## config.mk

```make
export PLATFORM = sky130hd
export DESIGN_NAME = plotter_step_run_encoder_flat
export DESIGN_NICKNAME = d
export VERILOG_FILES = /design/src/rtl/pstep_pkg.sv /design/src/rtl/pstep_if.sv /design/src/rtl/plotter_step_run_encoder.sv /design/src/rtl/pstep_front.sv /design/src/rtl/pstep_queue.sv /design/src/rtl/pstep_back.sv /design/src/flat_wrapper.sv
export SDC_FILE = /design/constraint.sdc
export NUM_CORES = 1
export LEC_CHECK = 0
export BUFFER_PORTS_ARGS = -buffer_cell sky130_fd_sc_hd__buf_4
export CORE_MARGIN = 2
export CORE_UTILIZATION = 30
export DETAILED_ROUTE_END_ITERATION = 7
export GPL_ROUTABILITY_DRIVEN = 0
export SYNTH_ARGS = -nofsm -noshare
export SYNTH_HDL_FRONTEND = slang
export SYNTH_SLANG_ARGS = --single-unit
```

## constraint.sdc

```tcl
create_clock -name clock -period 6.1 [get_ports clock]
set_input_delay 0 -clock clock [delete_from_list [all_inputs] [get_ports clock]]
set_output_delay 0 -clock clock [all_outputs]
set_load 0.03 [all_outputs]
```

## src/rtl/pstep_pkg.sv

```systemverilog
// shared constants and types of the plotter step run encoder
package pstep_pkg;

   localparam int RUN_COUNT_BITS = 24;
   localparam int POSITION_BITS = 16;
   localparam int QUEUE_DEPTH = 2;
   localparam int QUEUE_PTR_BITS = (QUEUE_DEPTH > 1) ? $clog2(QUEUE_DEPTH) : 1;
   localparam int QUEUE_CNT_BITS = $clog2(QUEUE_DEPTH + 1);
   localparam int BYTE_SLOTS = 4;

   typedef enum logic [1:0] {
      PHASE_LIMIT    = 2'd0,
      PHASE_UNLIMIT  = 2'd1,
      PHASE_SHOWTIME = 2'd2
   } phase_type;

   typedef enum logic [2:0] {
      REQ_STEP  = 3'd0,
      REQ_SENSE = 3'd1,
      REQ_MASK  = 3'd2,
      REQ_TICK  = 3'd3,
      REQ_CLEAR = 3'd4
   } req_code_type;

   typedef enum logic [2:0] {
      CSR_X_LIMIT   = 3'd0,
      CSR_HOME_X    = 3'd1,
      CSR_STEP_TICK = 3'd2,
      CSR_PEN_TICK  = 3'd3,
      CSR_IRQ_BITS  = 3'd4
   } csr_index_type;

   localparam logic [3:0] DIR_E  = 4'd1;
   localparam logic [3:0] DIR_W  = 4'd2;
   localparam logic [3:0] DIR_N  = 4'd4;
   localparam logic [3:0] DIR_NE = 4'd5;
   localparam logic [3:0] DIR_NW = 4'd6;
   localparam logic [3:0] DIR_S  = 4'd8;
   localparam logic [3:0] DIR_SE = 4'd9;
   localparam logic [3:0] DIR_SW = 4'd10;
   localparam logic [3:0] DIR_DN = 4'd12;
   localparam logic [3:0] DIR_UP = 4'd14;

   localparam logic [2:0] SENSE_READY     = 3'd1;
   localparam logic [2:0] SENSE_NOT_LIMIT = 3'd2;
   localparam logic [2:0] SENSE_NO_IRQ    = 3'd4;

   typedef struct packed {
      logic [BYTE_SLOTS-1:0][7:0] bytes;
      logic [2:0]                 n_bytes;
      logic                       skip;
      logic                       error;
      logic [15:0]                irq;
      logic                       at_limit;
      logic                       pen_down;
      logic [15:0]                x_pos;
      logic [15:0]                y_pos;
   } rsp_entry_type;

endpackage

```

## src/rtl/pstep_if.sv

```systemverilog
// request and response channel interfaces
interface pstep_req_if;
   logic        valid;
   logic        ready;
   logic [2:0]  req_type;
   logic [3:0]  function_code;
   logic [15:0] mask_value;

   modport source (output valid, output req_type, output function_code, output mask_value,
                   input ready);
   modport sink (input valid, input req_type, input function_code, input mask_value,
                 output ready);
endinterface

interface pstep_rsp_if;
   logic               valid;
   logic               ready;
   logic [7:0]         out_byte;
   logic               byte_valid;
   logic               last;
   logic               skip;
   logic [15:0]        interrupt_request;
   logic               error;
   logic               at_limit;
   logic               pen_down;
   logic signed [15:0] x_position;
   logic signed [15:0] y_position;

   modport source (output valid, output out_byte, output byte_valid, output last,
                   output skip, output interrupt_request, output error, output at_limit,
                   output pen_down, output x_position, output y_position, input ready);
   modport sink (input valid, input out_byte, input byte_valid, input last,
                 input skip, input interrupt_request, input error, input at_limit,
                 input pen_down, input x_position, input y_position, output ready);
endinterface

```

## src/rtl/plotter_step_run_encoder.sv

```systemverilog
// top level of the plotter step run encoder
//
// req_bus carries commands (step, sense, set mask, tick, master clear) under
// valid/ready; a command is taken at a clock edge where both are high.
// rsp_bus returns the results under valid/ready: one beat per command, or
// one beat per plot byte (up to four) when the command flushes a run, with
// last set on the final beat and the status fields repeated in each.
// csr_we/csr_index/csr_wdata write the configuration registers.
// The front decodes a command and updates position, pen and run state in the
// cycle it is taken; its results enter a two-entry queue, and the back offers
// the head entry as beats. The front takes a command every cycle while the
// queue has room; the back drains one beat per cycle while the receiver is
// ready, so a command takes one beat, or one per byte of a flushed run.
// A stalled receiver holds the current beat; the queue fills and req ready
// drops only when both entries are waiting.
// Reset (synchronous, active high) restores register and state defaults at
// once and empties the queue.
module plotter_step_run_encoder
   import pstep_pkg::*;
(
   input  logic         clock,
   input  logic         reset,
   pstep_req_if.sink    req_bus,
   pstep_rsp_if.source  rsp_bus,
   input  logic         csr_we,
   input  logic [2:0]   csr_index,
   input  logic [23:0]  csr_wdata
);

   rsp_entry_type push_entry;
   rsp_entry_type head;
   logic          q_push;
   logic          q_full;
   logic          q_pop;
   logic          q_empty;

   pstep_front u_front (
      .clock     (clock),
      .reset     (reset),
      .req_bus   (req_bus),
      .csr_we    (csr_we),
      .csr_index (csr_index),
      .csr_wdata (csr_wdata),
      .q_full    (q_full),
      .q_push    (q_push),
      .q_entry   (push_entry)
   );

   pstep_queue u_queue (
      .clock      (clock),
      .reset      (reset),
      .push       (q_push),
      .push_entry (push_entry),
      .full       (q_full),
      .pop        (q_pop),
      .head       (head),
      .empty      (q_empty)
   );

   pstep_back u_back (
      .clock   (clock),
      .reset   (reset),
      .head    (head),
      .empty   (q_empty),
      .pop     (q_pop),
      .rsp_bus (rsp_bus)
   );

`ifndef SYNTHESIS
   a_reset_empty: assert property (@(posedge clock) reset |=> !rsp_bus.valid)
      else $error("response valid right after reset");

   a_status_last: assert property (@(posedge clock) disable iff (reset)
      rsp_bus.valid && !rsp_bus.byte_valid |-> rsp_bus.last && rsp_bus.out_byte == 8'd0)
      else $error("status beat not single or carries a byte");

   a_error_no_bytes: assert property (@(posedge clock) disable iff (reset)
      rsp_bus.valid && rsp_bus.error |-> !rsp_bus.byte_valid)
      else $error("rejected command produced plot bytes");

   a_beat_order: assert property (@(posedge clock) disable iff (reset)
      rsp_bus.valid && rsp_bus.ready && !rsp_bus.last |=> rsp_bus.valid && rsp_bus.byte_valid)
      else $error("run flush cut short");
`endif

endmodule

```

## src/rtl/pstep_front.sv

```systemverilog
// front end: config registers, command decode, plotter state and run encoding
module pstep_front
   import pstep_pkg::*;
(
   input  logic               clock,
   input  logic               reset,
   pstep_req_if.sink          req_bus,
   input  logic               csr_we,
   input  logic [2:0]         csr_index,
   input  logic [23:0]        csr_wdata,
   input  logic               q_full,
   output logic               q_push,
   output rsp_entry_type      q_entry
);

   typedef struct packed {
      logic [BYTE_SLOTS-1:0][7:0] bytes;
      logic [2:0]                 n;
   } run_bytes_type;

   localparam int RUN_MAX_BITS = (RUN_COUNT_BITS > 24) ? 24 : RUN_COUNT_BITS;
   localparam logic [RUN_COUNT_BITS-1:0] RUN_MAX =
      RUN_COUNT_BITS'((64'd1 << RUN_MAX_BITS) - 64'd1);

   localparam logic [14:0] X_LIMIT_RESET   = 15'd4096;
   localparam logic [23:0] STEP_TICK_RESET = 24'd3333;
   localparam logic [23:0] PEN_TICK_RESET  = 24'd50000;
   localparam logic [15:0] IRQ_BITS_RESET  = 16'd1;

   function automatic logic at_limit_of(input logic [POSITION_BITS-1:0] x,
                                        input logic [14:0] lim);
      return x[POSITION_BITS-1] || (32'(x) >= 32'(lim));
   endfunction

   function automatic logic dir_legal(input logic [3:0] d);
      logic ok;
      ok = (d != 4'd0) && !(d[0] && d[1]) && !(d[2] && d[3]);
      return ok || (d == DIR_DN) || (d == DIR_UP);
   endfunction

   function automatic run_bytes_type encode_run(input logic [3:0] dir,
                                                input logic [23:0] cnt);
      run_bytes_type r;
      logic [7:0]    fin;
      fin = {1'b0, dir, cnt[2:0]};
      r.bytes = '0;
      if (cnt <= 24'd7) begin
         r.n = 3'd1;
         r.bytes[0] = fin;
      end else if (cnt < 24'd1024) begin
         r.n = 3'd2;
         r.bytes[0] = {1'b1, cnt[9:3]};
         r.bytes[1] = fin;
      end else if (cnt < 24'd131072) begin
         r.n = 3'd3;
         r.bytes[0] = {1'b1, cnt[16:10]};
         r.bytes[1] = {1'b1, cnt[9:3]};
         r.bytes[2] = fin;
      end else begin
         r.n = 3'd4;
         r.bytes[0] = {1'b1, cnt[23:17]};
         r.bytes[1] = {1'b1, cnt[16:10]};
         r.bytes[2] = {1'b1, cnt[9:3]};
         r.bytes[3] = fin;
      end
      return r;
   endfunction

   logic [14:0]               x_limit_ff;
   logic [23:0]               step_ticks_ff;
   logic [23:0]               pen_ticks_ff;
   logic [15:0]               irq_bits_ff;

   logic [POSITION_BITS-1:0]  x_ff, x_in;
   logic [POSITION_BITS-1:0]  y_ff, y_in;
   logic                      pen_ff, pen_in;
   phase_type                 phase_ff, phase_in;
   logic [15:0]               mask_ff, mask_in;
   logic                      ready_ff, ready_in;
   logic [23:0]               busy_ff, busy_in;
   logic [3:0]                run_dir_ff, run_dir_in;
   logic [RUN_COUNT_BITS-1:0] run_cnt_ff, run_cnt_in;

   logic                      accept;
   logic                      home_we;
   logic                      flush;
   logic                      skip;
   logic                      err;
   logic                      lim_new;
   phase_type                 step_phase;
   logic [3:0]                fc;
   logic [31:0]               run_cnt_wide;
   run_bytes_type             enc;

   assign fc = req_bus.function_code;
   assign req_bus.ready = !q_full;
   assign accept = req_bus.valid && !q_full;
   assign q_push = accept;
   assign home_we = csr_we && (csr_index_type'(csr_index) == CSR_HOME_X);

   assign run_cnt_wide = 32'(run_cnt_ff);
   assign enc = encode_run(run_dir_ff, run_cnt_wide[23:0]);

   always_comb begin
      x_in       = x_ff;
      y_in       = y_ff;
      pen_in     = pen_ff;
      phase_in   = phase_ff;
      mask_in    = mask_ff;
      ready_in   = ready_ff;
      busy_in    = busy_ff;
      run_dir_in = run_dir_ff;
      run_cnt_in = run_cnt_ff;
      flush      = 1'b0;
      skip       = 1'b0;
      err        = 1'b0;
      step_phase = phase_ff;
      lim_new    = 1'b0;
      unique case (req_code_type'(req_bus.req_type))
         REQ_STEP: begin
            if (dir_legal(fc)) begin
               step_phase = (fc == DIR_DN) ? PHASE_SHOWTIME : phase_ff;
               if (step_phase == PHASE_SHOWTIME) begin
                  if (fc == run_dir_ff && run_cnt_ff < RUN_MAX) begin
                     run_cnt_in = run_cnt_ff + RUN_COUNT_BITS'(1);
                  end else begin
                     flush      = (run_dir_ff != 4'd0);
                     run_dir_in = fc;
                     run_cnt_in = '0;
                  end
               end
               if (fc == DIR_UP) begin
                  pen_in = 1'b0;
               end else if (fc == DIR_DN) begin
                  pen_in = 1'b1;
               end else begin
                  if ((fc & DIR_N) != 4'd0) y_in = y_ff + POSITION_BITS'(1);
                  if ((fc & DIR_S) != 4'd0) y_in = y_ff - POSITION_BITS'(1);
                  if ((fc & DIR_E) != 4'd0) x_in = x_ff + POSITION_BITS'(1);
                  if ((fc & DIR_W) != 4'd0) x_in = x_ff - POSITION_BITS'(1);
               end
               lim_new = at_limit_of(x_in, x_limit_ff);
               if (step_phase == PHASE_LIMIT && lim_new) begin
                  phase_in = PHASE_UNLIMIT;
               end else if (step_phase == PHASE_UNLIMIT && !lim_new) begin
                  phase_in = PHASE_SHOWTIME;
               end else begin
                  phase_in = step_phase;
               end
               ready_in = 1'b0;
               busy_in  = (fc == DIR_DN || fc == DIR_UP) ? pen_ticks_ff : step_ticks_ff;
            end else begin
               err = 1'b1;
            end
         end
         REQ_SENSE: begin
            unique case (fc[2:0])
               SENSE_READY:     skip = ready_ff;
               SENSE_NOT_LIMIT: skip = !at_limit_of(x_ff, x_limit_ff);
               SENSE_NO_IRQ:    skip = !(ready_ff && mask_ff != 16'd0);
               default:         err = 1'b1;
            endcase
         end
         REQ_MASK: begin
            mask_in = req_bus.mask_value & irq_bits_ff;
         end
         REQ_TICK: begin
            if (busy_ff > 24'd1) begin
               busy_in = busy_ff - 24'd1;
            end else begin
               busy_in  = '0;
               ready_in = 1'b1;
            end
         end
         REQ_CLEAR: begin
            flush      = (run_dir_ff != 4'd0);
            phase_in   = PHASE_LIMIT;
            y_in       = '0;
            pen_in     = 1'b0;
            run_dir_in = '0;
            run_cnt_in = '0;
            mask_in    = '0;
            ready_in   = 1'b1;
            busy_in    = '0;
         end
         default: ;
      endcase
   end

   always_comb begin
      q_entry          = '0;
      q_entry.bytes    = flush ? enc.bytes : '0;
      q_entry.n_bytes  = flush ? enc.n : 3'd0;
      q_entry.skip     = skip;
      q_entry.error    = err;
      q_entry.irq      = (ready_in && mask_in != 16'd0) ? mask_in : 16'd0;
      q_entry.at_limit = at_limit_of(x_in, x_limit_ff);
      q_entry.pen_down = pen_in;
      q_entry.x_pos    = 16'(32'(x_in));
      q_entry.y_pos    = 16'(32'(y_in));
   end

   always_ff @(posedge clock) begin
      if (reset) begin
         x_limit_ff    <= X_LIMIT_RESET;
         step_ticks_ff <= STEP_TICK_RESET;
         pen_ticks_ff  <= PEN_TICK_RESET;
         irq_bits_ff   <= IRQ_BITS_RESET;
         x_ff          <= '0;
         y_ff          <= '0;
         pen_ff        <= 1'b0;
         phase_ff      <= PHASE_LIMIT;
         mask_ff       <= '0;
         ready_ff      <= 1'b1;
         busy_ff       <= '0;
         run_dir_ff    <= '0;
         run_cnt_ff    <= '0;
      end else begin
         if (home_we) begin
            x_ff <= POSITION_BITS'(32'(signed'(csr_wdata[15:0])));
         end else if (accept) begin
            x_ff <= x_in;
         end
         if (accept) begin
            y_ff       <= y_in;
            pen_ff     <= pen_in;
            phase_ff   <= phase_in;
            mask_ff    <= mask_in;
            ready_ff   <= ready_in;
            busy_ff    <= busy_in;
            run_dir_ff <= run_dir_in;
            run_cnt_ff <= run_cnt_in;
         end
         if (csr_we) begin
            unique case (csr_index_type'(csr_index))
               CSR_X_LIMIT:   x_limit_ff <= csr_wdata[14:0];
               CSR_HOME_X:    ;
               CSR_STEP_TICK: step_ticks_ff <= csr_wdata;
               CSR_PEN_TICK:  pen_ticks_ff <= csr_wdata;
               CSR_IRQ_BITS:  irq_bits_ff <= csr_wdata[15:0];
               default: ;
            endcase
         end
      end
   end

endmodule

```

## src/rtl/pstep_queue.sv

```systemverilog
// short queue of decoded results between front and back
module pstep_queue
   import pstep_pkg::*;
(
   input  logic          clock,
   input  logic          reset,
   input  logic          push,
   input  rsp_entry_type push_entry,
   output logic          full,
   input  logic          pop,
   output rsp_entry_type head,
   output logic          empty
);

   rsp_entry_type             slots_ff [QUEUE_DEPTH];
   logic [QUEUE_PTR_BITS-1:0] wr_ptr_ff;
   logic [QUEUE_PTR_BITS-1:0] rd_ptr_ff;
   logic [QUEUE_CNT_BITS-1:0] count_ff;
   logic                      do_push;
   logic                      do_pop;

   assign full    = (count_ff == QUEUE_CNT_BITS'(QUEUE_DEPTH));
   assign empty   = (count_ff == '0);
   assign do_push = push && !full;
   assign do_pop  = pop && !empty;
   assign head    = slots_ff[rd_ptr_ff];

   always_ff @(posedge clock) begin
      if (do_push) begin
         slots_ff[wr_ptr_ff] <= push_entry;
      end
   end

   always_ff @(posedge clock) begin
      if (reset) begin
         wr_ptr_ff <= '0;
         rd_ptr_ff <= '0;
         count_ff  <= '0;
      end else begin
         if (do_push) wr_ptr_ff <= wr_ptr_ff + QUEUE_PTR_BITS'(1);
         if (do_pop)  rd_ptr_ff <= rd_ptr_ff + QUEUE_PTR_BITS'(1);
         if (do_push && !do_pop) begin
            count_ff <= count_ff + QUEUE_CNT_BITS'(1);
         end else if (do_pop && !do_push) begin
            count_ff <= count_ff - QUEUE_CNT_BITS'(1);
         end
      end
   end

endmodule

```

## src/rtl/pstep_back.sv

```systemverilog
// back end: sends each queued result as one to four response beats
module pstep_back
   import pstep_pkg::*;
(
   input  logic          clock,
   input  logic          reset,
   input  rsp_entry_type head,
   input  logic          empty,
   output logic          pop,
   pstep_rsp_if.source   rsp_bus
);

   logic [1:0] beat_ff, beat_in;
   logic       has_bytes;
   logic       is_last;
   logic       fire;

   assign has_bytes = (head.n_bytes != 3'd0);
   assign is_last   = !has_bytes || ({1'b0, beat_ff} == head.n_bytes - 3'd1);
   assign fire      = rsp_bus.valid && rsp_bus.ready;
   assign pop       = fire && is_last;

   assign rsp_bus.valid             = !empty;
   assign rsp_bus.out_byte          = has_bytes ? head.bytes[beat_ff] : 8'd0;
   assign rsp_bus.byte_valid        = has_bytes;
   assign rsp_bus.last              = is_last;
   assign rsp_bus.skip              = head.skip;
   assign rsp_bus.interrupt_request = head.irq;
   assign rsp_bus.error             = head.error;
   assign rsp_bus.at_limit          = head.at_limit;
   assign rsp_bus.pen_down          = head.pen_down;
   assign rsp_bus.x_position        = $signed(head.x_pos);
   assign rsp_bus.y_position        = $signed(head.y_pos);

   always_comb begin
      beat_in = beat_ff;
      if (fire) begin
         beat_in = is_last ? 2'd0 : beat_ff + 2'd1;
      end
   end

   always_ff @(posedge clock) begin
      if (reset) begin
         beat_ff <= '0;
      end else begin
         beat_ff <= beat_in;
      end
   end

endmodule
```

## src/flat_wrapper.sv

```systemverilog
// flat-port wrapper written by rule: the top's interface ports become plain ports
module plotter_step_run_encoder_flat import pstep_pkg::*;
  (clock, reset, csr_we, csr_index, csr_wdata, req_bus_valid, req_bus_req_type, req_bus_function_code, req_bus_mask_value, req_bus_ready, rsp_bus_valid, rsp_bus_out_byte, rsp_bus_byte_valid, rsp_bus_last, rsp_bus_skip, rsp_bus_interrupt_request, rsp_bus_error, rsp_bus_at_limit, rsp_bus_pen_down, rsp_bus_x_position, rsp_bus_y_position, rsp_bus_ready);
  pstep_req_if req_bus_i ();
  pstep_rsp_if rsp_bus_i ();
  input  logic clock;
  input  logic reset;
  input  logic csr_we;
  input  logic [2:0] csr_index;
  input  logic [23:0] csr_wdata;
  input wire logic [$bits(req_bus_i.valid)-1:0] req_bus_valid;
  input wire logic [$bits(req_bus_i.req_type)-1:0] req_bus_req_type;
  input wire logic [$bits(req_bus_i.function_code)-1:0] req_bus_function_code;
  input wire logic [$bits(req_bus_i.mask_value)-1:0] req_bus_mask_value;
  output wire logic [$bits(req_bus_i.ready)-1:0] req_bus_ready;
  output wire logic [$bits(rsp_bus_i.valid)-1:0] rsp_bus_valid;
  output wire logic [$bits(rsp_bus_i.out_byte)-1:0] rsp_bus_out_byte;
  output wire logic [$bits(rsp_bus_i.byte_valid)-1:0] rsp_bus_byte_valid;
  output wire logic [$bits(rsp_bus_i.last)-1:0] rsp_bus_last;
  output wire logic [$bits(rsp_bus_i.skip)-1:0] rsp_bus_skip;
  output wire logic [$bits(rsp_bus_i.interrupt_request)-1:0] rsp_bus_interrupt_request;
  output wire logic [$bits(rsp_bus_i.error)-1:0] rsp_bus_error;
  output wire logic [$bits(rsp_bus_i.at_limit)-1:0] rsp_bus_at_limit;
  output wire logic [$bits(rsp_bus_i.pen_down)-1:0] rsp_bus_pen_down;
  output wire logic [$bits(rsp_bus_i.x_position)-1:0] rsp_bus_x_position;
  output wire logic [$bits(rsp_bus_i.y_position)-1:0] rsp_bus_y_position;
  input wire logic [$bits(rsp_bus_i.ready)-1:0] rsp_bus_ready;
  assign req_bus_i.valid = req_bus_valid;
  assign req_bus_i.req_type = req_bus_req_type;
  assign req_bus_i.function_code = req_bus_function_code;
  assign req_bus_i.mask_value = req_bus_mask_value;
  assign req_bus_ready = req_bus_i.ready;
  assign rsp_bus_valid = rsp_bus_i.valid;
  assign rsp_bus_out_byte = rsp_bus_i.out_byte;
  assign rsp_bus_byte_valid = rsp_bus_i.byte_valid;
  assign rsp_bus_last = rsp_bus_i.last;
  assign rsp_bus_skip = rsp_bus_i.skip;
  assign rsp_bus_interrupt_request = rsp_bus_i.interrupt_request;
  assign rsp_bus_error = rsp_bus_i.error;
  assign rsp_bus_at_limit = rsp_bus_i.at_limit;
  assign rsp_bus_pen_down = rsp_bus_i.pen_down;
  assign rsp_bus_x_position = rsp_bus_i.x_position;
  assign rsp_bus_y_position = rsp_bus_i.y_position;
  assign rsp_bus_i.ready = rsp_bus_ready;
  plotter_step_run_encoder u_core (.clock(clock), .reset(reset), .req_bus(req_bus_i), .rsp_bus(rsp_bus_i), .csr_we(csr_we), .csr_index(csr_index), .csr_wdata(csr_wdata));
endmodule
```

Yosys cells after proc, flatten, opt, wreduce, memory -nomap -nowiden:

Memory sizes are Yosys's and may differ from the RTL's. A register that Yosys moved wholly into a read port is not among the register bits.
Cells that the tools add are included.

* add/subtract/negate cells: 12
* $lt $le $gt $ge: 9
* eq/ne operators: 21
* multiplexer cells: 69
* bitwise logic cells: 1
* reductions and logical operators: 56

Operator list (count)
* two-way mux 16 bit: 17
* two-way mux 24 bit: 7
* case mux 24 bit (3 select lines): 1
* case mux 16 bit (2 select lines): 2
* greater-or-equal comparator 16 x 15 -> 1 bit: 3
* case mux 24 bit (2 select lines): 1
* adder 16 x 1 -> 16 bit, second input constant: 2
* two-way mux 32 bit: 1
* nonzero test 16 bit: 2
* subtractor 16 x 1 -> 16 bit, second input constant: 2
* two-way mux 27 bit: 1
* adder 24 x 1 -> 24 bit, second input constant: 1
* > comparator 24 x 1 -> 1 bit, second input constant: 1
* less-or-equal comparator 24 x 3 -> 1 bit, second input constant: 1
* less-than comparator 24 x 11 -> 1 bit, second input constant: 1
* less-than comparator 24 x 18 -> 1 bit, second input constant: 1
* less-than comparator 24 bit, second input constant: 1
* subtractor 24 x 1 -> 24 bit, second input constant: 1
* two-way mux 19 bit: 1
* logical AND 1 bit: 17
* bitwise AND 16 bit: 1
* binary-select mux 8 bit (select 2 bit): 1
* two-way mux 8 bit: 2
* equality test 3 x 2 -> 1 bit, second input constant: 5
* other kinds (35): 95

* bits in registers: 189
* bits in writable memories: 174
* input bits: 55
* logic and storage cells: 186
* memories: 1

Memories
* u_core.u_queue.slots_ff: depth 2, bits a word 87, read ports 1, clocked after Yosys merged registers in 1, write ports 1, RTL line pstep_queue.sv:15 `rsp_entry_type slots_ff [QUEUE_DEPTH];`

Depth between registers and ports, before layout:

Gate-level depths: netlist of the first run.

* depth in word-level cells: 16
* gate-level depth with buffers: 15
* depth with buffers taken out: 14

By module:

A second synthesis of the first run with hierarchy kept.

* cells, all modules: 2063
* area, all modules: 19636.3 µm²

Modules (own cells, without submodules)
* pstep_front: times used 1, cells each 1671, area each 12135.4 µm², seq. area each 3663.5 µm²
* pstep_queue: times used 1, cells each 296, area each 6616.3 µm², seq. area each 5325.1 µm²
* pstep_back: times used 1, cells each 96, area each 884.6 µm², seq. area each 40.0 µm²

Worst setup path after synthesis of the first run:

Ideal clock, no wire load.

* kind: reg-to-reg
* start point: register u_core.u_queue.count_ff[0]
* end point: memory u_core.u_queue.slots_ff[0][0] in the netlist's numbering, enable pin
* library setup time: 0.529 ns
* arrival time: 4.652 ns
* required time: 5.571 ns
* path slack: 0.919 ns
* cell stages (with the launch flop): 5
* path buffers: 1
* clock period less this slack: 5.181 ns
* cells stage by stage: dfxtp_1 -> nand2b_1 -> nand2_1 -> clkbuf_1 -> nor2_1

* cells in the longest elaborated chain, start to end: 6

RTL lines
* from (decl): RTL line pstep_queue.sv:18 `logic [QUEUE_CNT_BITS-1:0] count_ff;`
* from (signal assigned): RTL line pstep_queue.sv:43 `count_ff <= count_ff + QUEUE_CNT_BITS'(1);`
* from (signal assigned): RTL line pstep_queue.sv:45 `count_ff <= count_ff - QUEUE_CNT_BITS'(1);`
* equality test 2 bit (*): RTL line pstep_queue.sv:22 `assign full = (count_ff == QUEUE_CNT_BITS'(QUEUE_DEPTH));`
* logical NOT 1 bit (*)
* via req_bus_ready: RTL line flat_wrapper.sv:15 `output wire logic [$bits(req_bus_i.ready)-1:0] req_bus_ready;`
* logical AND 1 bit: RTL line pstep_front.sv:97 `assign accept = req_bus.valid && !q_full;`
* logical AND 1 bit (*): RTL line pstep_queue.sv:24 `assign do_push = push && !full;`
* two-way mux 1 bit (*): RTL line pstep_queue.sv:29 `if (do_push) begin`
* two-way mux 1 bit (not written as such) (*): RTL line pstep_queue.sv:30 `slots_ff[wr_ptr_ff] <= push_entry;`
* to (decl): RTL line pstep_queue.sv:15

The timed path passes the listed nets; every way through them passes the cells marked *.

==> results.md, run 1 <==
### Run status
• **outcome** complete, no violations

### Cells and area
• **final instance area** 22000 um^2
• **area growth from synthesis to layout** 17.0%
• **proportion of layout cells with a drive suffix above 1** 15.3%
• **number of nets in the finished design** 2133
• **filler instances** 6204
• **non-filler cells, final** 2893

### Setup path
• **number of cells traversed by the worst register-to-register path** 12
• **slowest stage cell, crit path** sky130_fd_sc_hd__or4_1
• **critical path type** in2reg
• **Buffers & Inverters on Critical Path** 3
• **crit path launch type** primary input
• **CP max FO** 28
• **Worst path max stage delay** 0.61 ns
• **data arrival at the endpoint of the critical path** 4.15 ns
• **data required time of the worst path** 6.38 ns
• **endpoint type of the worst setup path** flip-flop
• **CP cell instances** dlygate4sd3_1 -> buf_4 -> or4_1 -> o21a_1 -> nand2_1 -> nor2_1 -> xnor2_1 -> inv_1 -> ha_1 -> nand2b_1 -> a31oi_1 -> o21ai_0 -> o21ai_0 -> a311oi_1 -> or4_1
• **logic depth of the worst path, buffers included** 15
• **largest delay contributor family on the critical path** simple AND/OR/NAND/NOR gates

### Detailed routing
• **vias after detailed routing** 15314
• **Antenna Nets Post-Route** 0
• **uppermost layer routed** met5
• **WL/cell** 18.4 um
• **drt via density** 5.29
• **routed wire length** 53300 um
• **Initial DRT Pass Iterations** 6
• **total routed wire length on the met1 layer** 24400 um
• **met2 layer wire length in the routed design** 24000 um
• **met3 WL post-DR** 3380 um
• **final routed DRC violation total** 0
• **1st-iter DRT viols** 1553

### Synth
• **mean instance size in the synthesized netlist** 9.63 um^2
• **cell taking the most area after synthesis** sky130_fd_sc_hd__edfxtp_1
• **biggest area contributors in the synthesized netlist** sky130_fd_sc_hd__edfxtp_1, sky130_fd_sc_hd__dfxtp_1, sky130_fd_sc_hd__nand2_1
• **async set or reset register ratio after synthesis** 0%
• **summed instance area of the synthesized netlist** 18800 um^2
• **count of mapped cells out of synthesis** 1949
• **area share of the largest cell type after synthesis** 27.2%
• **distinct cell type count after synthesis** 89
• **Synth warnings** 0
• **Synth Register Bits** 360
• **portion of the post-synthesis area used by sequential elements** 47.5%
• **count of flip-flops with a built-in enable after synthesis** 170
• **nets in the synthesized netlist** 2059
• **most common flop cell mapped by yosys** sky130_fd_sc_hd__dfxtp_1

### STA
• **fin crit period** 3.87 ns
• **final-layout worst hold slack** 0.0465 ns
• **max_slew headroom** 17.1%
• **Final Hold Viols** 0
• **RSZ-0062 raised after global routing** no
• **highest clock frequency the design can meet** 259 MHz
• **Setup violations, final** 0
• **final setup margin** 2.23 ns
• **actual slew at the worst max-slew pin** 1.23 ns
• **setup total negative slack** 0 ns
• **final clock skew** 0.0215 ns
• **share of the cycle needed by the critical path after routing** 63.4%
• **Max Slew Vio Count** 0

### Place
• **Placed Instances** 2781
• **worst-case setup slack after placement** 2.30 ns
• **Placement Cell Area** 20200 um^2
• **port buffer count** 118
• **placed wire-length estimate after detailed placement** 37100 um

### Hold path
• **HP Class** in2reg
• **Hold Path Stages** 4

### Die
• **std cell rows** 91
• **die area** 64600 um^2
• **core region area** 61800 um^2
• **number of top-level pins** 119
• **die height** 254 um
• **die outline width** 254 um
• **Starting Density** 30.4%

### Clock network
• **total number of clock tree sinks** 360
• **Root Buffer Master** sky130_fd_sc_hd__clkbuf_16
• **buffers from clock root to sink, at most** 3
• **CTS buffer count** 41
• **Reg clk slew, reported paths** 0.06 ns
• **number of levels the H-tree was split into** 2
• **clock tree from TritonCTS** yes
• **count of instances resized after the clock tree is built** 0
• **Post-CTS Setup Inserts** 0
• **clock insertion delay at the later pin of the skew report** 0.57 ns

### Global route
• **total gr overflow** 0
• **GRT Total Usage** 16.3%
• **global-route wire length before repair** 83000 um
• **initial antenna violation count** 2
• **pin count of the biggest net entering global routing** 61
• **number of global-route vias before repair** 14615

### Power and ir drop
• **Pleak** 7.77 nW
• **clock group share of total power** 33.3%
• **Power Dens Cells** 339 nW/um^2
• **net switching power** 2.38 mW
• **Flop pwr share** 40.7%
• **internal power** 5.07 mW
• **worst vdd rail ir drop** 0.170 mV
• **portion of total power attributed to combinational logic** 26.1%
• **switching share of power** 31.9%

### Run
• **number of max-cap violations** 0

[cells in the mapped netlist, types with 19 or more instances]
cell type                  instances
sky130_fd_sc_hd__a22oi_1          19
sky130_fd_sc_hd__ha_1             55
sky130_fd_sc_hd__dfxtp_1         190
sky130_fd_sc_hd__mux2i_1          29
sky130_fd_sc_hd__nor2_1          174
sky130_fd_sc_hd__and3_1           24
sky130_fd_sc_hd__buf_2            25
sky130_fd_sc_hd__edfxtp_1        170
sky130_fd_sc_hd__nor3_1           28
sky130_fd_sc_hd__a21oi_1         160
sky130_fd_sc_hd__clkbuf_1         95
sky130_fd_sc_hd__nand4_1          27
sky130_fd_sc_hd__a211oi_1         38
sky130_fd_sc_hd__xor2_1           47
sky130_fd_sc_hd__nand2_1         276
sky130_fd_sc_hd__o21ai_0          63
sky130_fd_sc_hd__inv_1            43
sky130_fd_sc_hd__nand3_1          51
sky130_fd_sc_hd__mux2_2           54
sky130_fd_sc_hd__xnor2_1          29
[area by class of cell]
type | count | area, um^2 | share of cell area (%)
Multi-Input combinational cell | 1405 | 9110 | 41.5
Clock inverter | 19 | 168 | 0.763
Inverter | 46 | 173 | 0.786
Tap cell | 837 | 1050 | 4.77
Clock buffer | 56 | 1200 | 5.44
Timing Repair Buffer | 169 | 1360 | 6.18
Antenna cell | 1 | 2.50 | 0.0114
Sequential cell | 360 | 8910 | 40.6
[sequential cells by signal, summed over array words and instances, names as in the netlist, named ones only]
signal	flops
u_core.u_queue.wr_ptr_ff	1
u_core.u_front.irq_bits_ff	16
u_core.u_front.y_ff	16
u_core.u_front.ready_ff	1
u_core.u_front.run_dir_ff	4
u_core.u_back.beat_ff	2
u_core.u_queue.rd_ptr_ff	1
u_core.u_front.x_ff	16
u_core.u_front.pen_ticks_ff	24
u_core.u_queue.slots_ff	170
u_core.u_front.pen_ff	1
u_core.u_front.x_limit_ff	15
u_core.u_front.step_ticks_ff	24
u_core.u_front.phase_ff	2
u_core.u_front.mask_ff	16
u_core.u_front.busy_ff	24
u_core.u_queue.count_ff	2
u_core.u_front.run_cnt_ff	24
[placed cells by master (no fill, tap or decap), types with 10 or more instances in the layout]
master and count:
sky130_fd_sc_hd__o21ai_0 62, sky130_fd_sc_hd__o211ai_1 11, sky130_fd_sc_hd__or3_1 17, sky130_fd_sc_hd__dfxtp_1 189
sky130_fd_sc_hd__nor4_1 17, sky130_fd_sc_hd__buf_4 133, sky130_fd_sc_hd__edfxtp_1 170, sky130_fd_sc_hd__inv_1 42
sky130_fd_sc_hd__a211oi_1 38, sky130_fd_sc_hd__mux2_2 54, sky130_fd_sc_hd__and2_1 11, sky130_fd_sc_hd__a21oi_1 160
sky130_fd_sc_hd__xor2_1 47, sky130_fd_sc_hd__o21a_1 11, sky130_fd_sc_hd__and2b_1 10, sky130_fd_sc_hd__nand4_1 27
sky130_fd_sc_hd__mux4_2 14, sky130_fd_sc_hd__nand3_1 51, sky130_fd_sc_hd__and3_1 23, sky130_fd_sc_hd__dlygate4sd3_1 36
sky130_fd_sc_hd__a22oi_1 19, sky130_fd_sc_hd__and4_1 11, sky130_fd_sc_hd__nor2b_1 18, sky130_fd_sc_hd__xnor2_1 29
sky130_fd_sc_hd__nand2_1 276, sky130_fd_sc_hd__clkbuf_16 44, sky130_fd_sc_hd__nor3_1 28, sky130_fd_sc_hd__a31oi_1 17
sky130_fd_sc_hd__nor2_1 172, sky130_fd_sc_hd__o22ai_1 12, sky130_fd_sc_hd__ha_1 55, sky130_fd_sc_hd__mux2i_1 29
[per-stage QoR]
| stage | utilization [%] | power, mW |
|---|---|---|
| after global placement | 32.7 | 4.99 |
| final | 35.5 | 7.44 |
| after detailed placement | 32.7 | 5.03 |
| after global routing | 35.5 | 7.80 |
| after floorplan | - | 4.38 |
| after CTS | 35.5 | 7.54 |
[path summary, 6_finish.rpt]
path / startpoint / end / slack, ns
setup / recovery: req_bus_function_code[1] / u_core.u_queue.slots_ff[0][33]$_DFFE_PP_ / 2.23
hold / removal: req_bus_req_type[2] / u_core.u_front.pen_ff$_SDFFE_PP0P_ / 0.05
setup reg to reg: u_core.u_front.x_ff[4]$_SDFFE_PP0P_ / u_core.u_queue.slots_ff[0][33]$_DFFE_PP_ / 2.28
hold reg to reg: u_core.u_front.irq_bits_ff[10]$_SDFFE_PP0P_ / u_core.u_front.irq_bits_ff[10]$_SDFFE_PP0P_ / 0.45
[logic make-up after synthesis]
logic type / after synthesis / share of synthesized area (%)
compound gates: 430 / 15.1
xor+xnor: 76 / 3.55
fa+ha+maj: 55 / 3.67
buf+inv: 184 / 4.14
flops: 360 / 47.5
mux: 97 / 6.47
simple gates: 747 / 19.6
[per-layer routing]
layer	global-route usage (%)	vias to the layer above
met5	0	-
met4	5.80	2
met3	2.44	102
met2	25.7	509
met1	22.6	7437
li1	-	7264
[worst min-delay path, delay by kind of cell]
kind	cells	cell delay, ns
simple gates	1	0.13
buf+inv	1	0.22
compound gates	2	0.21
[timing repair]
action                                 in CTS  in global routing
hold buffers                               36                  0
endpoints found under the hold margin     122                  0
setup endpoints to repair                   0                  0
[power groups by stage]
| stage | clock network (mW) | registers (mW) | logic, mW |
|---|---|---|---|
| finish | 2.48 | 3.03 | 1.94 |
| global route | 2.62 | 3.06 | 2.11 |
| CTS | 2.53 | 3.03 | 1.98 |
| detailed placement | 0 | 3.08 | 1.95 |
| global placement | 0 | 3.07 | 1.93 |
| floorplan | 0 | 3.02 | 1.36 |
No activity file was read; power rests on OpenSTA's default activity.
==> inputs of run 2 (changes only) <==
clock period = 3.4 ns   (was 6.1 ns; I/O delays follow)
==> run 2 against run 1 <==
Critical path depth shrank 4. First-iteration DRC count down 13%. Global-route usage up 0.36 points. Sequential power increased by 77%. Power up 84%. Register-to-register slack got worse by 2.2 ns. Final cell count is 2.8% higher. Sequential cell count is the same. Core utilization rose by 1.3 points. Largest power group unchanged. Largest cell class unchanged.
==> results.md, run 2 (synthesis gave the netlist of run 1 again) <==
### Detailed routing
• **Antenna Nets Post-Route** 0, unchanged
• **drt via density** 5.25, -0.75%
• **vias after detailed routing** 15620, +2.0%
• **Initial DRT Pass Iterations** 5, -1
• **WL/cell** 18.5 um, +0.20%
• **final routed DRC violation total** 0, unchanged
• **1st-iter DRT viols** 1347, -13%
• **routed wire length** 54900 um, +3.0%

### Clock network
• **CTS buffer count** 42, +2.4%
• **total number of clock tree sinks** 360, unchanged
• **clock tree from TritonCTS** yes
• **buffers from clock root to sink, at most** 3, unchanged
• **Reg clk slew, reported paths** 0.06 ns, about the same
• **Root Buffer Master** sky130_fd_sc_hd__clkbuf_16
• **number of levels the H-tree was split into** 2, unchanged
• **clock insertion delay at the later pin of the skew report** 0.58 ns, about the same

### Cells and area
• **proportion of layout cells with a drive suffix above 1** 19.7%, +4.4 points
• **area growth from synthesis to layout** 21.2%
• **register with the most flip-flops** u_core.u_queue.slots_ff
• **end-of-flow core utilization** 36.8%, +1.3 points
• **number of nets in the finished design** 2213, +3.8%
• **leading cell type in the layout, fill and taps excluded** sky130_fd_sc_hd__nand2_1
• **number of flip-flops in the largest register** 170, unchanged
• **number of diodes added for antenna fixing** 0, -1
• **commonest cells after routing, fill and taps aside** sky130_fd_sc_hd__nand2_1, sky130_fd_sc_hd__buf_4, sky130_fd_sc_hd__dfxtp_1

### Setup path
• **endpoint type of the worst setup path** flip-flop
• **critical path type** reg2reg
• **crit path launch type** flip-flop
• **data arrival at the endpoint of the critical path** 3.79 ns, -0.36 ns
• **CP max FO** 7, -75%
• **data required time of the worst path** 3.87 ns, -2.51 ns

### STA
• **final clock skew** 0.0229 ns, +0.00144 ns
• **Final Hold Viols** 0, unchanged
• **Setup violations, final** 0, unchanged
• **highest clock frequency the design can meet** 301 MHz
• **final-layout worst hold slack** 0.0637 ns, +0.0172 ns
• **actual slew at the worst max-slew pin** 1.17 ns, -0.0629 ns
• **max_slew headroom** 22.1%, +5.0 points
• **share of the cycle needed by the critical path after routing** 97.7%
• **Max Slew Vio Count** 0, unchanged
• **fin crit period** 3.32 ns

### Global route
• **number of global-route vias before repair** 15025, +2.8%
• **initial antenna violation count** 1, -1
• **global-route wire length before repair** 84800 um, +2.3%
• **pin count of the biggest net entering global routing** 86, +41%
• **GRT Total Usage** 16.6%, +0.36 points
• **total gr overflow** 0, unchanged

### Power and ir drop
• **Pleak** 8.25 nW, +6.2%
• **worst vdd rail ir drop** 0.348 mV, +100%
• **Power Total** 13.7 mW, +84%
• **Power Dens Cells** 601 nW/um^2, +77%

### Die
• **die height** 254 um, unchanged
• **die area** 64600 um^2, unchanged
• **number of top-level pins** 119, unchanged
• **die outline width** 254 um, unchanged
• **std cell rows** 91, unchanged
• **Starting Density** 30.4%, unchanged
• **core region area** 61800 um^2, unchanged

### Run status
• **outcome** complete, no violations

### Place
• **placed wire-length estimate after detailed placement** 38800 um, +4.5%
• **port buffer count** 118, unchanged

### Hold path
• **HP Class** in2reg

### Run
• **number of max-cap violations** 0, unchanged

[run 2: cell count changes in the layout (fill, tap and decap cells not counted), sizes merged]
cell         delta
clkinvlp        +2
clkinv          -8
inv             +1
bufinv          +2
dlygate4sd3     -5
buf            +84
clkbuf          +5
diode           -1
[run 2: area by class of cell]
type	instances	area, um^2
multi-input cells	1405	9250
fillers	6101	39100
flip-flops and latches	360	8920
clock inverters	16	203
clock buffers	61	1190
repair buffers	248	1980
well taps	837	1050
inverters	46	173
[run 2: what timing repair did]
item	4_1_cts	5_1_grt
resized for setup	5	25
endpoints found under the setup margin	4	4
hold buffers	31	0
endpoints found under the hold margin	113	0
pin swaps	2	9
setup buffers	2	2
[run 2: worst paths after layout]
check | from | to | slack, ns | cells past startpoint
max reg2reg | u_core.u_front.x_ff[0]$_SDFFE_PP0P_ | u_core.u_front.phase_ff[0]$_SDFFE_PP0P_ | 0.08 | 11
min | req_bus_mask_value[6] | u_core.u_front.mask_ff[6]$_SDFFE_PP0P_ | 0.06 | 4
min reg2reg | u_core.u_front.irq_bits_ff[12]$_SDFFE_PP0P_ | u_core.u_front.irq_bits_ff[12]$_SDFFE_PP0P_ | 0.45 | 2
max | u_core.u_front.x_ff[0]$_SDFFE_PP0P_ | u_core.u_front.phase_ff[0]$_SDFFE_PP0P_ | 0.08 | 11
[run 2: critical path, cell delays in order (launching register included)]
cell	delay (ns)
sky130_fd_sc_hd__dfxtp_2	0.39
sky130_fd_sc_hd__nand4_1	0.22
sky130_fd_sc_hd__or4_4	0.56
sky130_fd_sc_hd__a211o_4	0.39
sky130_fd_sc_hd__xnor2_1	0.14
sky130_fd_sc_hd__ha_1	0.30
sky130_fd_sc_hd__and4_1	0.20
sky130_fd_sc_hd__o2111ai_1	0.10
sky130_fd_sc_hd__a31o_2	0.24
sky130_fd_sc_hd__a31oi_1	0.32
sky130_fd_sc_hd__nor2_1	0.09
sky130_fd_sc_hd__a311oi_1	0.26
[run 2: routing by layer]
metal	part of all wire, %	global-route usage, %	up-vias
met5	0.020	0	-
met1	45	23.3	7545
li1	-	-	7424
met4	2.1	4.57	2
met3	7.0	2.66	84
met2	46	26.5	565
[run 2: metrics by stage]
stage,area (um^2),worst slack [ns],TNS [ns],cells
global placement,20900,-0.0192,-0.0384,2861
global route,22800,-0.0221,-0.0412,2973
finish,22800,0.0785,0,2973
CTS,22600,0.0227,0,2971
detailed placement,20900,-0.0521,-0.127,2861
floorplan,18800,0.0440,0,1949
[run 2: power by group]
part / total, mW / switching [mW] / internal (mW)
Clock: 4.59 / 1.84 / 2.75
Sequential: 5.35 / 0.206 / 5.15
Combinational: 3.74 / 2.30 / 1.44
Total: 13.7 / 4.35 / 9.34
==> inputs of run 3 (changes only) <==
CELL_PAD_IN_SITES_DETAIL_PLACEMENT = 0   (was default)
CELL_PAD_IN_SITES_GLOBAL_PLACEMENT = 1   (was default)
CTS_CLUSTER_DIAMETER = 50   (was default)
PLACE_DENSITY_LB_ADDON = 0.1   (was default)
==> run 3 against run 2 <==
Sequential cell count unchanged. Setup slack improved by 0.018 ns. Count of clock-buffer cells in the layout grew 3. Largest cell class unchanged.
==> results.md, run 3 (synthesis gave the netlist of run 1 again) <==
### Die
• **die area** 64600 um^2, unchanged
• **Starting Density** 30.4%, unchanged
• **number of top-level pins** 119, unchanged
• **core region area** 61800 um^2, unchanged
• **std cell rows** 91, unchanged
• **die outline width** 254 um, unchanged
• **die height** 254 um, unchanged

### Power and ir drop
• **Pleak** 8.65 nW, +4.8%
• **Power Total** 14.5 mW, +6.3%
• **worst vdd rail ir drop** 0.378 mV, +8.8%
• **Power Dens Cells** 619 nW/um^2, +2.9%

### Detailed routing
• **routed wire length** 60900 um, +11%
• **WL/cell** 20.0 um, +8.3%
• **drt via density** 5.11, -2.7%
• **1st-iter DRT viols** 881, -35%
• **final routed DRC violation total** 0, unchanged
• **Antenna Nets Post-Route** 0, unchanged
• **vias after detailed routing** 15569, -0.33%
• **Initial DRT Pass Iterations** 5, unchanged

### Run status
• **outcome** complete, no violations

### Place
• **port buffer count** 118, unchanged
• **placed wire-length estimate after detailed placement** 43300 um, +12%
• **worst-case setup slack after placement** -0.0284 ns, +0.0237 ns

### STA
• **final-layout worst hold slack** 0.0361 ns, -0.0276 ns
• **final clock skew** 0.0173 ns, -0.00567 ns
• **Final Hold Viols** 0, unchanged
• **RSZ-0062 raised after global routing** yes
• **setup total negative slack** 0 ns, unchanged
• **max_slew headroom** 23.9%, +1.7 points
• **share of the cycle needed by the critical path after routing** 97.2%, -0.51 points
• **final setup margin** 0.0960 ns, +0.0175 ns
• **actual slew at the worst max-slew pin** 1.14 ns, -0.0230 ns
• **Setup violations, final** 0, unchanged
• **fin crit period** 3.30 ns, -0.0175 ns
• **highest clock frequency the design can meet** 303 MHz, +0.53%
• **Max Slew Vio Count** 0, unchanged

### Setup path
• **CP cell instances** buf_4 -> nand4_1 -> or4_4 -> a211o_4 -> nor2_1 -> xor2_1 -> ha_1 -> a2111oi_4 -> a31oi_4 -> o31a_1 -> nor4_1
• **critical path type** reg2reg
• **CP max FO** 5, -2
• **data arrival at the endpoint of the critical path** 3.80 ns, about the same
• **crit path launch type** flip-flop
• **logic depth of the worst path, buffers included** 11, unchanged
• **largest delay contributor family on the critical path** compound AO/OA/AOI/OAI gates
• **Worst path max stage delay** 0.54 ns, -0.02 ns
• **slowest stage cell, crit path** sky130_fd_sc_hd__or4_4
• **endpoint type of the worst setup path** flip-flop
• **data required time of the worst path** 3.90 ns, +0.03 ns
• **number of cells traversed by the worst register-to-register path** 11, unchanged
• **Buffers & Inverters on Critical Path** 1, +1

### Clock network
• **buffers from clock root to sink, at most** 3, unchanged
• **Root Buffer Master** sky130_fd_sc_hd__clkbuf_16
• **clock tree from TritonCTS** yes
• **total number of clock tree sinks** 360, unchanged
• **number of levels the H-tree was split into** 2, unchanged
• **Reg clk slew, reported paths** 0.06 ns, about the same
• **clock insertion delay at the later pin of the skew report** 0.61 ns, +0.03 ns
• **CTS buffer count** 54, +29%

### Global route
• **GRT Total Usage** 18.9%, +2.3 points
• **total gr overflow** 0, unchanged
• **pin count of the biggest net entering global routing** 152, +77%
• **initial antenna violation count** 0, -1
• **number of global-route vias before repair** 15538, +3.4%
• **global-route wire length before repair** 94000 um, +11%

### Cells and area
• **leading cell type in the layout, fill and taps excluded** sky130_fd_sc_hd__nand2_1
• **filler instances** 6203, +1.7%
• **proportion of layout cells with a drive suffix above 1** 21.7%, +2.0 points
• **number of flip-flops in the largest register** 170, unchanged
• **area growth from synthesis to layout** 25.2%
• **register with the most flip-flops** u_core.u_queue.slots_ff
• **number of diodes added for antenna fixing** 0, unchanged
• **number of nets in the finished design** 2271, +2.6%
• **commonest cells after routing, fill and taps aside** sky130_fd_sc_hd__nand2_1, sky130_fd_sc_hd__buf_4, sky130_fd_sc_hd__dfxtp_1

### Run
• **number of max-cap violations** 0, unchanged

### Hold path
• **HP Class** in2reg
• **Hold Path Stages** 4, unchanged

==> run 3: cell types whose count changed in the layout (fill, tap and decap cells not counted), sizes merged <==
cell / before / now
buf: 217 / 251
dlygate4sd3: 31 / 43
clkinv: 11 / 21
inv: 45 / 55
clkinvlp: 2 / 6
clkbuf: 61 / 64
bufinv: 4 / 2
==> run 3: metal layers <==
layer	global-route usage, %	share of wire, %
met3	2.38	3.9
met4	6.49	2.8
met1	25.5	46
met2	31.2	47
met5	0	0
==> run 3: worst paths after layout <==
kind / from / endpoint / slack [ns]
min reg2reg: u_core.u_front.irq_bits_ff[10]$_SDFFE_PP0P_ / u_core.u_front.irq_bits_ff[10]$_SDFFE_PP0P_ / 0.45
min: req_bus_mask_value[15] / u_core.u_front.mask_ff[15]$_SDFFE_PP0P_ / 0.04
max: u_core.u_front.x_ff[0]$_SDFFE_PP0P_ / u_core.u_front.phase_ff[1]$_SDFFE_PP0P_ / 0.1
max reg2reg: u_core.u_front.x_ff[0]$_SDFFE_PP0P_ / u_core.u_front.phase_ff[1]$_SDFFE_PP0P_ / 0.1
==> run 3: metrics by stage <==
step / instances / instance area, um^2 / util [%]
finish: 3044 / 23500 / 38.0
global route: 3044 / 23500 / 38.0
CTS: 3042 / 23400 / 37.8
detailed placement: 2896 / 21200 / 34.2
floorplan: 1949 / 18800 / -
global placement: 2896 / 21200 / 34.2
==> run 3: what timing repair did <==
item,CTS,global route
setup buffers,1,2
endpoints found under the hold margin,123,0
setup endpoints to repair,3,4
hold buffers,43,0
resized for setup,5,23
pin swaps,3,8
==> run 3: area by class of cell <==
type / instances / area, um^2 / area share [%]
clock buffer: 64 / 1420 / 6.04
clock inverter: 38 / 339 / 1.44
inverter: 46 / 173 / 0.734
multi-input combinational: 1405 / 9250 / 39.3
sequential: 360 / 8920 / 37.9
tap: 837 / 1050 / 4.45
timing repair buffer: 294 / 2360 / 10.1
==> run 3: worst reg2reg max path, stage by stage, from the launching register on <==
cell and delay, ns:
sky130_fd_sc_hd__dfxtp_2 0.35, sky130_fd_sc_hd__buf_4 0.12, sky130_fd_sc_hd__nand4_1 0.17, sky130_fd_sc_hd__or4_4 0.54, sky130_fd_sc_hd__a211o_4 0.39, sky130_fd_sc_hd__nor2_1 0.15, sky130_fd_sc_hd__xor2_1 0.18, sky130_fd_sc_hd__ha_1 0.29
sky130_fd_sc_hd__a2111oi_4 0.40, sky130_fd_sc_hd__a31oi_4 0.14, sky130_fd_sc_hd__o31a_1 0.29, sky130_fd_sc_hd__nor4_1 0.18
==> run 3: report_power, final <==
part | internal [mW] | total [mW] | leakage [nW] | switching [mW]
Sequential | 5.15 | 5.36 | 3.19 | 0.207
Clock | 3.20 | 5.41 | 0.844 | 2.21
Combinational | 1.49 | 3.78 | 4.62 | 2.29
